==> src/rtl/assert_macros.svh <==
// Assertion macros shared by the flanger RTL.
// Each macro expects clk and arst_n in the scope where it is used.
`ifndef ASSERT_MACROS_SVH
`define ASSERT_MACROS_SVH

// Property that must hold at every rising edge outside reset.
`define SLF_ASSERT(label, prop, msg) \
	label: assert property (@(posedge clk) disable iff (!arst_n) prop) \
		else $error(msg);

// Condition that must never be true at a rising edge outside reset.
`define SLF_NEVER(label, cond, msg) \
	label: assert property (@(posedge clk) disable iff (!arst_n) !(cond)) \
		else $error(msg);

`endif

==> src/rtl/slf_pkg.sv <==
// Shared constants, types and the sine table builder for the flanger.
// No dependencies; used by slf_ctrl, slf_dpath and sine_lfo_flanger_top.
package slf_pkg;

	// Sample and delay geometry
	localparam int SAMPLE_W    = 16;
	localparam int DELAY_MAX   = 256;
	localparam int RING_DEPTH  = DELAY_MAX + 2;
	localparam int RING_AW     = $clog2(RING_DEPTH);
	localparam int COUNT_MAX   = DELAY_MAX + 2;
	localparam int COUNT_W     = $clog2(COUNT_MAX + 1);

	// LFO and sine table
	localparam int PHASE_W     = 32;
	localparam int SINE_DEPTH  = 1024;
	localparam int SINE_AW     = $clog2(SINE_DEPTH);
	localparam int SINE_W      = 16;

	// Delay in Q.8: integer part and interpolation fraction
	localparam int FRAC_W      = 8;
	localparam int DINT_W      = $clog2(DELAY_MAX);
	localparam int DQ_W        = DINT_W + FRAC_W;
	localparam int DQ_SHIFT    = SINE_W - FRAC_W;
	localparam int DM_W        = $clog2(DELAY_MAX + 1);

	// Gain path: Q2.14 gain times Q.23 mix gives Q.37, rounded back to Q.15
	localparam int GAIN_W      = 16;
	localparam int GAIN_FRAC   = 14;
	localparam int MIX_W       = SAMPLE_W + FRAC_W + 2;
	localparam int PROD_W      = GAIN_W + MIX_W;
	localparam int RND_SHIFT   = FRAC_W + GAIN_FRAC;
	localparam int ADD_W       = PROD_W - RND_SHIFT;
	localparam int SUM_W       = ADD_W + 1;

	// Configuration register map
	localparam int CFG_IDX_W   = 2;
	localparam int CFG_DATA_W  = 32;

	typedef enum logic [CFG_IDX_W-1:0] {
		REG_PHASE_STEP = 2'd0,
		REG_MIX_GAIN   = 2'd1
	} cfg_reg_t;

	// One command line per sequencer step
	typedef struct packed {
		logic accept;
		logic sine;
		logic delay;
		logic addr;
		logic rda;
		logic rdb;
		logic mix;
		logic mul;
		logic out_load;
	} slf_cmd_t;

	typedef logic signed [SINE_W-1:0] sine_tab_t [SINE_DEPTH];

	// sin(pi/2 * x) for x in Q16 0..65536, result Q15 clamped to 0..32767.
	// Odd degree-9 polynomial, Q30 coefficients, truncating Horner steps.
	function automatic longint quarter_sine(longint x);
		longint x2;
		longint p;
		x2 = (x * x) / 65536;
		p = 172228;
		p = -5027044 + (p * x2) / 65536;
		p = 85569278 + (p * x2) / 65536;
		p = -693598676 + (p * x2) / 65536;
		p = 1686629713 + (p * x2) / 65536;
		p = (p * x) / 65536;
		if (p < 0) begin
			p = 0;
		end
		p = (p + 16384) / 32768;
		if (p > 32767) begin
			p = 32767;
		end
		return p;
	endfunction

	// Full-wave table from the quarter wave by folding the index.
	function automatic sine_tab_t build_sine();
		sine_tab_t tab;
		longint u;
		longint q;
		longint r;
		longint x;
		longint v;
		for (int k = 0; k < SINE_DEPTH; k++) begin
			u = longint'(k) * 4;
			q = u / SINE_DEPTH;
			r = u % SINE_DEPTH;
			x = (r * 65536) / SINE_DEPTH;
			if (q % 2 == 1) begin
				x = 65536 - x;
			end
			v = quarter_sine(x);
			if ((q / 2) % 2 == 1) begin
				v = -v;
			end
			tab[k] = v[SINE_W-1:0];
		end
		return tab;
	endfunction

endpackage

==> src/rtl/slf_ctrl.sv <==
// Sequencer for the flanger: one-hot state machine issuing datapath commands.
// Depends on slf_pkg and assert_macros.svh.
`include "assert_macros.svh"

module slf_ctrl import slf_pkg::*; (
	input  logic     clk,
	input  logic     arst_n,
	input  logic     in_valid,
	output logic     in_ready,
	output logic     out_valid,
	input  logic     out_ready,
	output slf_cmd_t cmd
);

	typedef enum logic [8:0] {
		ST_IDLE  = 9'b000000001,
		ST_SINE  = 9'b000000010,
		ST_DELAY = 9'b000000100,
		ST_ADDR  = 9'b000001000,
		ST_RDA   = 9'b000010000,
		ST_RDB   = 9'b000100000,
		ST_MIX   = 9'b001000000,
		ST_MUL   = 9'b010000000,
		ST_OUT   = 9'b100000000
	} state_t;

	state_t state_q;
	state_t state_d;
	logic   out_valid_q;
	logic   out_free;

	// Output register can take a new result when empty or being drained
	assign out_free  = !out_valid_q || out_ready;
	assign in_ready  = (state_q == ST_IDLE);
	assign out_valid = out_valid_q;

	// Next state
	always_comb begin
		state_d = state_q;
		unique case (state_q)
			ST_IDLE:  if (in_valid) state_d = ST_SINE;
			ST_SINE:  state_d = ST_DELAY;
			ST_DELAY: state_d = ST_ADDR;
			ST_ADDR:  state_d = ST_RDA;
			ST_RDA:   state_d = ST_RDB;
			ST_RDB:   state_d = ST_MIX;
			ST_MIX:   state_d = ST_MUL;
			ST_MUL:   state_d = ST_OUT;
			ST_OUT:   if (out_free) state_d = ST_IDLE;
			default:  state_d = ST_IDLE;
		endcase
	end

	// Commands to the datapath
	always_comb begin
		cmd.accept   = in_valid && (state_q == ST_IDLE);
		cmd.sine     = (state_q == ST_SINE);
		cmd.delay    = (state_q == ST_DELAY);
		cmd.addr     = (state_q == ST_ADDR);
		cmd.rda      = (state_q == ST_RDA);
		cmd.rdb      = (state_q == ST_RDB);
		cmd.mix      = (state_q == ST_MIX);
		cmd.mul      = (state_q == ST_MUL);
		cmd.out_load = (state_q == ST_OUT) && out_free;
	end

	always_ff @(posedge clk or negedge arst_n) begin
		if (!arst_n) begin
			state_q     <= ST_IDLE;
			out_valid_q <= 1'b0;
		end else begin
			state_q <= state_d;
			if (cmd.out_load) begin
				out_valid_q <= 1'b1;
			end else if (out_ready) begin
				out_valid_q <= 1'b0;
			end
		end
	end

	`SLF_ASSERT(a_accept_starts, cmd.accept |=> state_q == ST_SINE, "accepted transfer did not start the sequence")
	`SLF_ASSERT(a_stall_holds, state_q == ST_OUT && !out_free |=> state_q == ST_OUT && out_valid_q, "result step left while output was stalled")
	`SLF_ASSERT(a_load_shows, cmd.out_load |=> out_valid_q && state_q == ST_IDLE, "loaded result not presented")

endmodule

==> config.mk <==
export PLATFORM = sky130hd
export DESIGN_NAME = slf_ctrl
export DESIGN_NICKNAME = d
export VERILOG_FILES = /design/src/rtl/slf_pkg.sv /design/src/rtl/slf_ctrl.sv
export VERILOG_INCLUDE_DIRS = /design/src /design/src/rtl
export SDC_FILE = /design/constraint.sdc
export NUM_CORES = 1
export LEC_CHECK = 0
export BUFFER_PORTS_ARGS = -buffer_cell sky130_fd_sc_hd__clkbuf_2
export CORE_AREA = 2 2 39 41
export CTS_CLUSTER_SIZE = 12
export DETAILED_ROUTE_END_ITERATION = 6
export DIE_AREA = 0 0 41 43
export GPL_TIMING_DRIVEN = 0
export PLACE_DENSITY_LB_ADDON = 0.1
export SETUP_SLACK_MARGIN = 0.02
export SYNTH_ARGS = -nofsm -noshare
export SYNTH_HDL_FRONTEND = slang
export SYNTH_SLANG_ARGS = --single-unit
==> constraint.sdc <==
create_clock -name clk -period 2.4 [get_ports clk]
set_input_delay 0.48 -clock clk [delete_from_list [all_inputs] [get_ports clk]]
set_output_delay 0.48 -clock clk [all_outputs]
set_load 0.01 [all_outputs]
## Word-level counts from Yosys, hierarchy flattened

Index checks and enable logic that the tools add are counted.

- Equality and inequality tests: 11
- Reductions and logical operators: 6
- Mux-type cells: 5

Operators by type and width:

| kind | count |
|---|---|
| 9-bit case mux with 9 select lines | 1 |
| 9-bit 2-to-1 mux | 2 |
| 9-bit by 1-bit equality test with 1-bit output, second input constant | 1 |
| 9-bit by 2-bit equality test with 1-bit output, second input constant | 1 |
| 9-bit by 3-bit equality test with 1-bit output, second input constant | 1 |
| 9-bit by 4-bit equality test with 1-bit output, second input constant | 1 |
| 9-bit by 5-bit equality test with 1-bit output, second input constant | 1 |
| 9-bit by 6-bit equality test with 1-bit output, second input constant | 1 |
| 9-bit by 7-bit equality test with 1-bit output, second input constant | 1 |
| 9-bit by 8-bit equality test with 1-bit output, second input constant | 1 |
| 9-bit equality test, second input constant | 1 |
| 2-bit inequality test, second input constant | 2 |
| 1-bit logical AND | 2 |
| 1-bit 2-to-1 mux | 2 |
| 2-bit AND reduction | 1 |
| 2-bit nonzero test | 1 |
| 1-bit logical NOT | 1 |
| 1-bit logical OR | 1 |

- Logic and storage cells: 24
- Output and inout port bits: 11
- Input bits: 4
- Register bits after elaboration: 10

## Depth between registers and ports, before layout

Gate-level depths: netlist of the first run.

- Depth after elaboration: 4
- Depth in mapped cells: 6

## Worst setup path before layout of the first run

Ideal clock, no wire load.

- Kind: flip-flop to output port
- From: reg state_q[4]
- To: out cmd[8] (netlist bit)
- Buffers on the path: 1
- Setup slack: 0.368 ns
- Cell stages (with the launch flop): 7
- Data arrival time: 1.552 ns
- Path through: dfrtp_1 -> buf_6 -> nor3_4 -> nand2_2 -> or4_4 -> inv_2 -> and2_1

RTL lines:

| item | RTL line | RTL |
|---|---|---|
| from (decl) | slf_ctrl.sv:27 | `state_t state_q;` |
| from (signal assigned) | slf_ctrl.sv:72 | `state_q <= state_d;` |
| to (decl) | slf_ctrl.sv:12 | `output slf_cmd_t cmd` |

==> results of run 1 <==
-- synthesized netlist by cell type, drive strengths merged, types with 2 or more instances --
cell	count	area, µm²
nor2	3	18.77
nor3b	4	30.03
dfrtp	9	225.2
nand2	3	13.77
and4	2	17.52
o21ai	2	10.01
nor4b	4	35.03
and3	5	37.54
nor3	2	21.27
and2	2	12.51
buf	3	26.27
inv	4	15.01
-- flip-flops by register name, indices dropped and copies added (netlist names) --
signal,count
state_q,9
out_valid,1
-- power by group --
group,switching (W),internal [W],total (W)
combinational,0.000133,0.000157,0.000290
sequential,0.0000486,0.000200,0.000249
clock,0.0000640,0.0000922,0.000156
total,0.000246,0.000449,0.000695
-- per-stage QoR --
stage               setup WS, ns  area, µm²  utilization, %
floorplan                 0.3676      620.6               -
global placement          0.1755      710.7           51.36
detailed placement        0.1460      710.7           51.36
CTS                    -0.008777      763.2           55.15
global route             0.02986      797.0           57.59
finish                    0.1044      797.0           57.59
-- worst reg2reg max path: stages (launching register included) --
cell      delay (ns)
dfrtp_1         0.39
buf_6           0.13
nor3_4          0.20
nand2_2         0.09
or4_4           0.44
o221ai_1        0.19
-- routing by layer --
layer | vias up | wire, µm
met5 | - | 0
met4 | 0 | 40
met3 | 4 | 42
met2 | 9 | 524
met1 | 228 | 589
li1 | 268 | -
-- cells by family after synthesis --
family	Yosys count	share of synthesized area [%]
and+or+nand+nor	33	41.94
DFF	10	40.53
buffers and inverters	8	8.466
AOI/OAI and AO/OA	7	7.662
xor gates and xnor gates	1	1.412
-- cell type report --
type                       instances  area [µm²]
clock buffer                       4       36.28
tap                               16       20.02
buffer                             3       26.28
fill                             123       586.8
sequential                        10       254.0
timing repair buffer              20       115.1
inverter                           4       15.01
multi-input combinational         41       330.3
-- repair_timing --
action,in CTS,in global routing
endpoints found under the setup margin,4,3
gates resized for setup,1,4
endpoints found under the hold margin,0,0
pin swaps,1,5
buffers inserted,1,5
-- how the worst max path moves through the flow --
stage / start / to
5_1_grt: state_q[4] / cmd[8]
3_5_place_dp: state_q[0] / cmd[4]
6_report: state_q[4] / cmd[8]
3_3_place_gp: state_q[0] / cmd[4]
2_1_floorplan: state_q[4] / cmd[8]
4_1_cts: state_q[0] / cmd[4]
==> results by group, run 1 <==
Place
  • Post-DP HPWL: ~830 µm
  • Routability cong.: a little over 0.7
  • # port buffers: 14
  • Placed Instances: about 90

Pwr
  • Cell leakage power: ~0.41 nW
  • Total power: just under 0.0007 W
  • VDD IR max: around 0.56 mV
  • Power Density: ~870 mW/mm²

CTS
  • Clock tree sinks: 10
  • Hold-fix buffers, CTS: 0
  • CTS Buf Count: 3
  • CTS max path bufs: 2
  • CTS Root Cell: clkbuf_4
  • Clock tree from TritonCTS: yes
  • H-Tree Depth: 1
  • Clk Latency, worst-skew pair: approximately 0.27 ns
  • Clock transition at path regs: ~0.070 ns

Layout
  • Diode count: 0
  • Layout cells sized above 1: about 55%
  • Most frequent cells in the layout: clkbuf_2, buf_4, dfrtp_1, and3_2, nor4b_1
  • Non-Filler Instances: slightly below 100
  • Area growth syn-to-layout: 28.43%
  • Most common cell after layout, fill and taps aside: clkbuf_2
  • Fin nets: a little under 90

Worst setup path
  • Worst r2r path cells: 5
  • Worst Path Required: approximately 1.9 ns
  • Worst path slowest cell: or4_4
  • WP buf/inv: 3
  • Worst Setup Start Kind: flop
  • CP max FO: 4
  • Levels on crit path: 7
  • Critical path data arrival time: about 1.8 ns
  • Crit-path max cell delay: between 0.4 and 0.5 ns
  • RR Startpoint: state_q[4]
  • Crit end category: output port
  • Flop-to-flop setup slack: between 0.8 and 0.9 ns
  • Critical path class: reg -> out
  • Crit path max-delay family: simple AND/OR/NAND/NOR gates
  • Crit path cell chain: buf_6, nor3_4, nand2_2, or4_4, inv_2, and2_1, buf_2
  • FF-to-FF End: state_q[0]

Route
  • Final ANT Viol Nets: 0
  • Initial DRT Pass Iterations: 3
  • Vias per std cell: slightly above 5
  • DRC: 0
  • Via count: 509
  • Initial DRC Count: 10
  • Post-Route WL: around 1.2 mm
  • DR WL/cell: between 10 and 15 µm

STA
  • Final min period: 2.296 ns
  • Setup tns final: 0 ns
  • Worst rel slew slack: between 60% and 70%
  • Max Clock Freq: ~0.44 GHz
  • Setup Skew: 0.0009523 ns
  • Period utilization: between 90% and 100%
  • Slew Viols, Final: 0
  • Fin Hold WS: between 0.06 and 0.07 ns
  • Endpoints failing setup: 0
  • Unrepaired setup endpoints after global routing: no
  • Slew @ Worst Pin: roughly 0.47 ns
  • Final Hold Viols: 0

Synthesis
  • FF+latch count, synth: 10
  • Sequential share of the synthesized area: approximately 41%
  • Ys flop type: dfrtp_1
  • Synth async-reset ratio: between 90% and 100%
  • Ys Warns: 0
  • Synth Net Count: 63
  • Avg Inst Size Synth: about 11 µm²
  • Synth cell types: 33
  • Post-Syn Instances: about 60
  • Synthesized cell area: 620.6 µm²
  • Post-synth EDFFs: 0

Job
  • Max-cap check violation count: 0

Global routing
  • Busiest layer in global routing: met2
  • GRT Total Usage: about 15%
  • First-pass GRT wire length: roughly 1.8 mm
  • GR Layer Usage met3: approximately 3.1%
  • GR Util met1: ~18%
  • Largest net degree at the start of global routing: 11
  • Grt total ovfl: 0
  • Met2 usage: 22.81%
  • Vias in the first global route: between 400 and 500
  • Antenna violations before repair: 0

Floorplanning
  • Die height: ~43 µm
  • Die ar.: 0.001763 mm²
  • Die width: a little over 40 µm
  • Starting Density: between 40% and 50%
  • IO Pins: 15
  • Core area: ~0.0014 mm²
  • Row count: 14

Worst hold path
  • Hold Crit Class: in -> async

Run status
  • Status: finished, final reports clean
Note: power is estimated with default switching activity, not from simulation.
==> inputs of run 2 (changes only) <==
Settings changed: CTS_CLUSTER_DIAMETER set to 120, PLACE_DENSITY set to 0.7, PLACE_DENSITY_LB_ADDON 0.1 to not set.
==> results by group, run 2 (synthesis results as in run 1) <==
Floorplanning
  • Die width: 41 µm (unchanged)
  • Die ar.: 0.001763 mm² (unchanged)
  • Row count: 14 (unchanged)
  • Die height: 43 µm (unchanged)
  • Starting Density: 44.85% (unchanged)
  • IO Pins: 15 (unchanged)
  • Core area: 0.001384 mm² (unchanged)

CTS
  • Clk Latency, worst-skew pair: 0.28 ns (was 0.27 ns)
  • Clock tree from TritonCTS: yes (unchanged)
  • CTS max path bufs: 2 (unchanged)
  • CTS Root Cell: clkbuf_4 (unchanged)
  • Clock transition at path regs: 0.07 ns (about the same)
  • Clock tree sinks: 10 (unchanged)
  • Hold-fix buffers, CTS: 0 (unchanged)
  • H-Tree Depth: 1 (unchanged)
  • CTS Buf Count: 3 (unchanged)

Global routing
  • Vias in the first global route: 468 (was 407)
  • Antenna violations before repair: 0 (unchanged)
  • First-pass GRT wire length: 2.159 mm (was 1.759 mm)
  • Grt total ovfl: 0 (unchanged)
  • Largest net degree at the start of global routing: 11 (unchanged)
  • GRT Total Usage: 18.68% (was 15.49%)

Pwr
  • Power Density: 906.7 mW/mm² (was 872.3 mW/mm²)
  • Cell leakage power: 0.3899 nW (was 0.4115 nW)
  • VDD IR max: 0.5103 mV (was 0.5592 mV)

STA
  • Min setup slack post-route: 0.1041 ns (was 0.1044 ns)
  • Slew Viols, Final: 0 (unchanged)
  • Unrepaired setup endpoints after global routing: no (unchanged)
  • Max Clock Freq: 0.4356 GHz (about the same)
  • Setup Skew: 0.003012 ns (was 0.0009523 ns)
  • Worst rel slew slack: 65.19% (was 68.31%)
  • Final min period: 2.296 ns (about the same)
  • Endpoints failing setup: 0 (unchanged)
  • Final Hold Viols: 0 (unchanged)
  • Setup tns final: 0 ns (unchanged)
  • Slew @ Worst Pin: 0.5149 ns (was 0.4688 ns)
  • Period utilization: 95.66% (was 95.65%)

Layout
  • Largest register by flop count: state_q (unchanged)
  • Most common cell after layout, fill and taps aside: clkbuf_2 (unchanged)
  • Diode count: 0 (unchanged)
  • Most frequent cells in the layout: clkbuf_2, dfrtp_1, and3_2 (was clkbuf_2, buf_4, dfrtp_1, and3_2, nor4b_1)
  • Area growth syn-to-layout: 22.58% (was 28.43%)
  • Fin util: 54.97% (was 57.59%)
  • Fin nets: 83 (was 87)
  • Number of flip-flops in the largest register: 9 (unchanged)
  • Layout cells sized above 1: 50.00% (was 54.88%)

Worst setup path
  • Critical path class: reg -> out (unchanged)
  • RR Startpoint: state_q[6] (was state_q[4])
  • CP max FO: 7 (was 4)
  • Worst Path Required: 1.92 ns (about the same)
  • Flop-to-flop setup slack: 0.88 ns (was 0.89 ns)
  • Critical path data arrival time: 1.82 ns (about the same)
  • CP startpoint: state_q[6] (was state_q[4])
  • FF-to-FF End: state_q[0] (unchanged)
  • Worst r2r path cells: 4 (was 5)
  • Worst Setup Start Kind: flop (unchanged)
  • Crit end category: output port (unchanged)

Route
  • Initial DRC Count: 5 (was 10)
  • Final ANT Viol Nets: 0 (unchanged)
  • DR WL/cell: 13.84 µm (was 12.21 µm)
  • Vias per std cell: 5.426 (was 5.194)
  • DRC: 0 (unchanged)
  • Via count: 510 (was 509)
  • Initial DRT Pass Iterations: 3 (unchanged)
  • Post-Route WL: 1.301 mm (was 1.197 mm)

Worst hold path
  • Hold Crit Class: in -> async (unchanged)

Place
  • Post-DP HPWL: 911.2 µm (was 834.9 µm)
  • Routability cong.: 0.7450 (was 0.7088)
  • # port buffers: 14 (unchanged)
  • Pre-CTS setup slack: 0.1679 ns (was 0.1460 ns)

Run status
  • Status: finished, final reports clean (unchanged)

Job
  • Max-cap check violation count: 0 (unchanged)
## run 2: power breakdown
part	internal [W]	total, W	switching (W)
registers	0.000200	0.000250	0.0000501
clock network	0.0000924	0.000158	0.0000658
logic	0.000143	0.000281	0.000138
total	0.000435	0.000690	0.000254
## run 2: how the worst max path moves through the flow
stage	end	slack [ns]	cells past startpoint
2_1_floorplan	cmd[8]	0.37	6
3_3_place_gp	cmd[4]	0.20	6
3_5_place_dp	cmd[4]	0.17	6
4_1_cts	cmd[8]	0.08	7
5_1_grt	cmd[8]	0.02	6
6_report	cmd[8]	0.10	6
## run 2: through the flow
step,area (µm²),hold slack [ns],power [W],std cells
detailed placement,710.7,0.3615,0.0005074,89
finish,760.7,0.05553,0.0006898,94
global placement,710.7,0.3643,0.0004961,89
CTS,759.5,0.06842,0.0006893,94
global route,760.7,0.07974,0.0007358,94
floorplan,620.6,0.1844,0.0004342,59
## run 2: cell type report
class	instances	area, µm²
plain buffers	3	26.28
clock buffers	4	36.28
fillers	137	623.1
inverters	4	15.01
multi-input cells	41	325.3
flip-flops and latches	10	252.7
well taps	16	20.02
repair buffers	16	85.08
## run 2: what timing repair did
item,CTS,global route
buffers inserted,2,0
endpoints found under the setup margin,4,1
resized for setup,1,1
pin swaps,3,1
## run 2: per-layer routing
layer | vias up | part of all wire, % | routed length, µm | global-route usage (%)
li1 | 254 | - | - | -
met1 | 242 | 45 | 579 | 25.00
met2 | 9 | 49 | 635 | 26.56
met3 | 5 | 3.5 | 46 | 3.141
met4 | 0 | 3.1 | 40 | 12.00
met5 | - | 0 | 0 | 0
## run 2: critical path: stages, from the launching register on
cell and delay (ns):
dfrtp_1 0.45, nor3_4 0.24, nand2_2 0.09, or4_4 0.44, inv_2 0.08, and2_1 0.12, clkbuf_2 0.12
==> inputs of run 3 (changes only) <==
Settings changed: REMOVE_ABC_BUFFERS set to 1.
==> results by group, run 3 (synthesis results as in run 1) <==
Layout
  • Design area: 748.2 µm² (was 760.7 µm²)
  • Layout cells sized above 1: 50.00% (unchanged)
  • Number of flip-flops in the largest register: 9 (unchanged)
  • Most common cell after layout, fill and taps aside: clkbuf_2 (unchanged)
  • Non-Filler Instances: 94 (unchanged)
  • Largest register by flop count: state_q (unchanged)
  • Area growth syn-to-layout: 20.56% (was 22.58%)
  • Fin nets: 83 (unchanged)
  • Fillers: 133 (was 137)
  • Most frequent cells in the layout: clkbuf_2, dfrtp_1, and3_2, buf_4 (was clkbuf_2, dfrtp_1, and3_2)
  • Diode count: 0 (unchanged)

Route
  • Final ANT Viol Nets: 0 (unchanged)
  • DRC: 0 (unchanged)
  • Via count: 510 (unchanged)
  • DR WL/cell: 13.02 µm (was 13.84 µm)
  • Post-Route WL: 1.224 mm (was 1.301 mm)
  • Initial DRT Pass Iterations: 2 (was 3)
  • Initial DRC Count: 1 (was 5)
  • Vias per std cell: 5.426 (unchanged)

STA
  • Endpoints failing setup: 0 (unchanged)
  • Setup Skew: 0.01200 ns (was 0.003012 ns)
  • Unrepaired setup endpoints after global routing: no (unchanged)
  • Worst rel slew slack: 66.61% (was 65.19%)
  • Final min period: 2.322 ns (was 2.296 ns)
  • Max Clock Freq: 0.4307 GHz (was 0.4356 GHz)
  • Slew @ Worst Pin: 0.4939 ns (was 0.5149 ns)
  • Setup tns final: 0 ns (unchanged)
  • Slew Viols, Final: 0 (unchanged)
  • Final Hold Viols: 0 (unchanged)
  • Period utilization: 96.74% (was 95.66%)

Floorplanning
  • Row count: 14 (unchanged)
  • IO Pins: 15 (unchanged)
  • Die width: 41 µm (unchanged)
  • Die height: 43 µm (unchanged)
  • Die ar.: 0.001763 mm² (unchanged)
  • Core area: 0.001384 mm² (unchanged)
  • Starting Density: 44.85% (unchanged)

CTS
  • CTS Buf Count: 3 (unchanged)
  • H-Tree Depth: 1 (unchanged)
  • Clock transition at path regs: 0.07 ns (about the same)
  • CTS Root Cell: clkbuf_4 (unchanged)
  • Clk Latency, worst-skew pair: 0.27 ns (was 0.28 ns)
  • Clock tree sinks: 10 (unchanged)
  • Clock tree from TritonCTS: yes (unchanged)
  • Hold-fix buffers, CTS: 0 (unchanged)
  • CTS max path bufs: 2 (unchanged)

Place
  • Placed Area: 673.1 µm² (was 710.7 µm²)
  • Placed Instances: 85 (was 89)
  • Routability cong.: 0.7405 (was 0.7450)
  • Post-DP HPWL: 849.8 µm (was 911.2 µm)
  • # port buffers: 14 (unchanged)

Worst setup path
  • Crit path max-delay family: simple AND/OR/NAND/NOR gates (unchanged)
  • Crit-path max cell delay: 0.50 ns (was 0.45 ns)
  • Worst Path Required: 1.92 ns (about the same)
  • WP buf/inv: 2 (unchanged)
  • CP max FO: 7 (unchanged)
  • Crit path cell chain: nor3_4, nand2_2, or4_4, inv_2, and2_1, clkbuf_2 (unchanged)
  • Worst Setup Start Kind: flop (unchanged)
  • Crit end category: output port (unchanged)
  • Critical path class: reg -> out (unchanged)
  • Critical path data arrival time: 1.84 ns (was 1.82 ns)
  • Worst path slowest cell: or4_4 (was dfrtp_1)

Global routing
  • Largest net degree at the start of global routing: 11 (unchanged)
  • Antenna violations before repair: 0 (unchanged)
  • Grt total ovfl: 0 (unchanged)
  • GRT Total Usage: 17.04% (was 18.68%)
  • Vias in the first global route: 443 (was 468)
  • First-pass GRT wire length: 1.945 mm (was 2.159 mm)

Pwr
  • Power Density: 836.9 mW/mm² (was 906.7 mW/mm²)
  • Cell leakage power: 0.3819 nW (was 0.3899 nW)
  • VDD IR max: 0.5907 mV (was 0.5103 mV)

Job
  • Max-cap check violation count: 0 (unchanged)

Worst hold path
  • Hold Crit Class: in -> async (unchanged)

Run status
  • Status: finished, final reports clean (unchanged)
## run 3: changes by cell type in the layout (fill, tap and decap cells not counted)
cell	before	now
buf_4	4	5
buf_6	1	0
clkbuf_1	0	1
clkbuf_8	1	0
dfrtp_1	8	7
dfrtp_2	1	2
## run 3: path summary, 6_finish.rpt
check                                 from          to  slack, ns  cells past startpoint
worst max-delay path            state_q[4]      cmd[8]       0.08                      6
worst min-delay path                arst_n  state_q[6]       0.07                      1
worst max register to register  state_q[4]  state_q[0]       0.87                      4
worst min register to register   out_valid   out_valid       0.57                      2
max in group asynchronous           arst_n  state_q[0]       2.05                      1
min in group clk                 out_ready   out_valid       0.40                      2
## run 3: cell type report
type | instances | area, µm² | area share, %
Multi-Input combinational cell | 41 | 325.3 | 43.48
Sequential cell | 10 | 254.0 | 33.95
Timing Repair Buffer | 19 | 107.6 | 14.38
Clock buffer | 4 | 26.28 | 3.512
Tap cell | 16 | 20.02 | 2.676
Inverter | 4 | 15.01 | 2.007
## run 3: power by group
group          leakage [nW]  internal, W  switching, W
combinational         0.235     0.000126      0.000126
clock                0.0150    0.0000642     0.0000604
sequential            0.132     0.000200     0.0000492
total                 0.382     0.000391      0.000235
## run 3: timing repair
action	in CTS	in global routing
pin swaps	1	1
setup buffers	1	4
gates resized for setup	1	2
endpoints found under the setup margin	3	1
## run 3: metrics by stage
step           total power, W  hold slack (ns)  utilization [%]  setup WS, ns
6_report            0.0006262          0.06597            54.07       0.07828
5_1_grt             0.0006697          0.08521            54.07       0.01598
4_1_cts             0.0006220          0.08109            51.72       0.03001
3_5_place_dp        0.0004820           0.3690            48.64        0.1801
3_3_place_gp        0.0004756           0.3648            48.64        0.2076
2_1_floorplan       0.0004138           0.1844                -        0.3763
## run 3: layer usage
layer	GRT usage [%]	vias to the layer above	wire length, µm
met3	4.712	4	33
met2	24.69	7	619
met4	10.00	0	24
met1	21.69	241	546
li1	-	258	-
met5	0	-	0
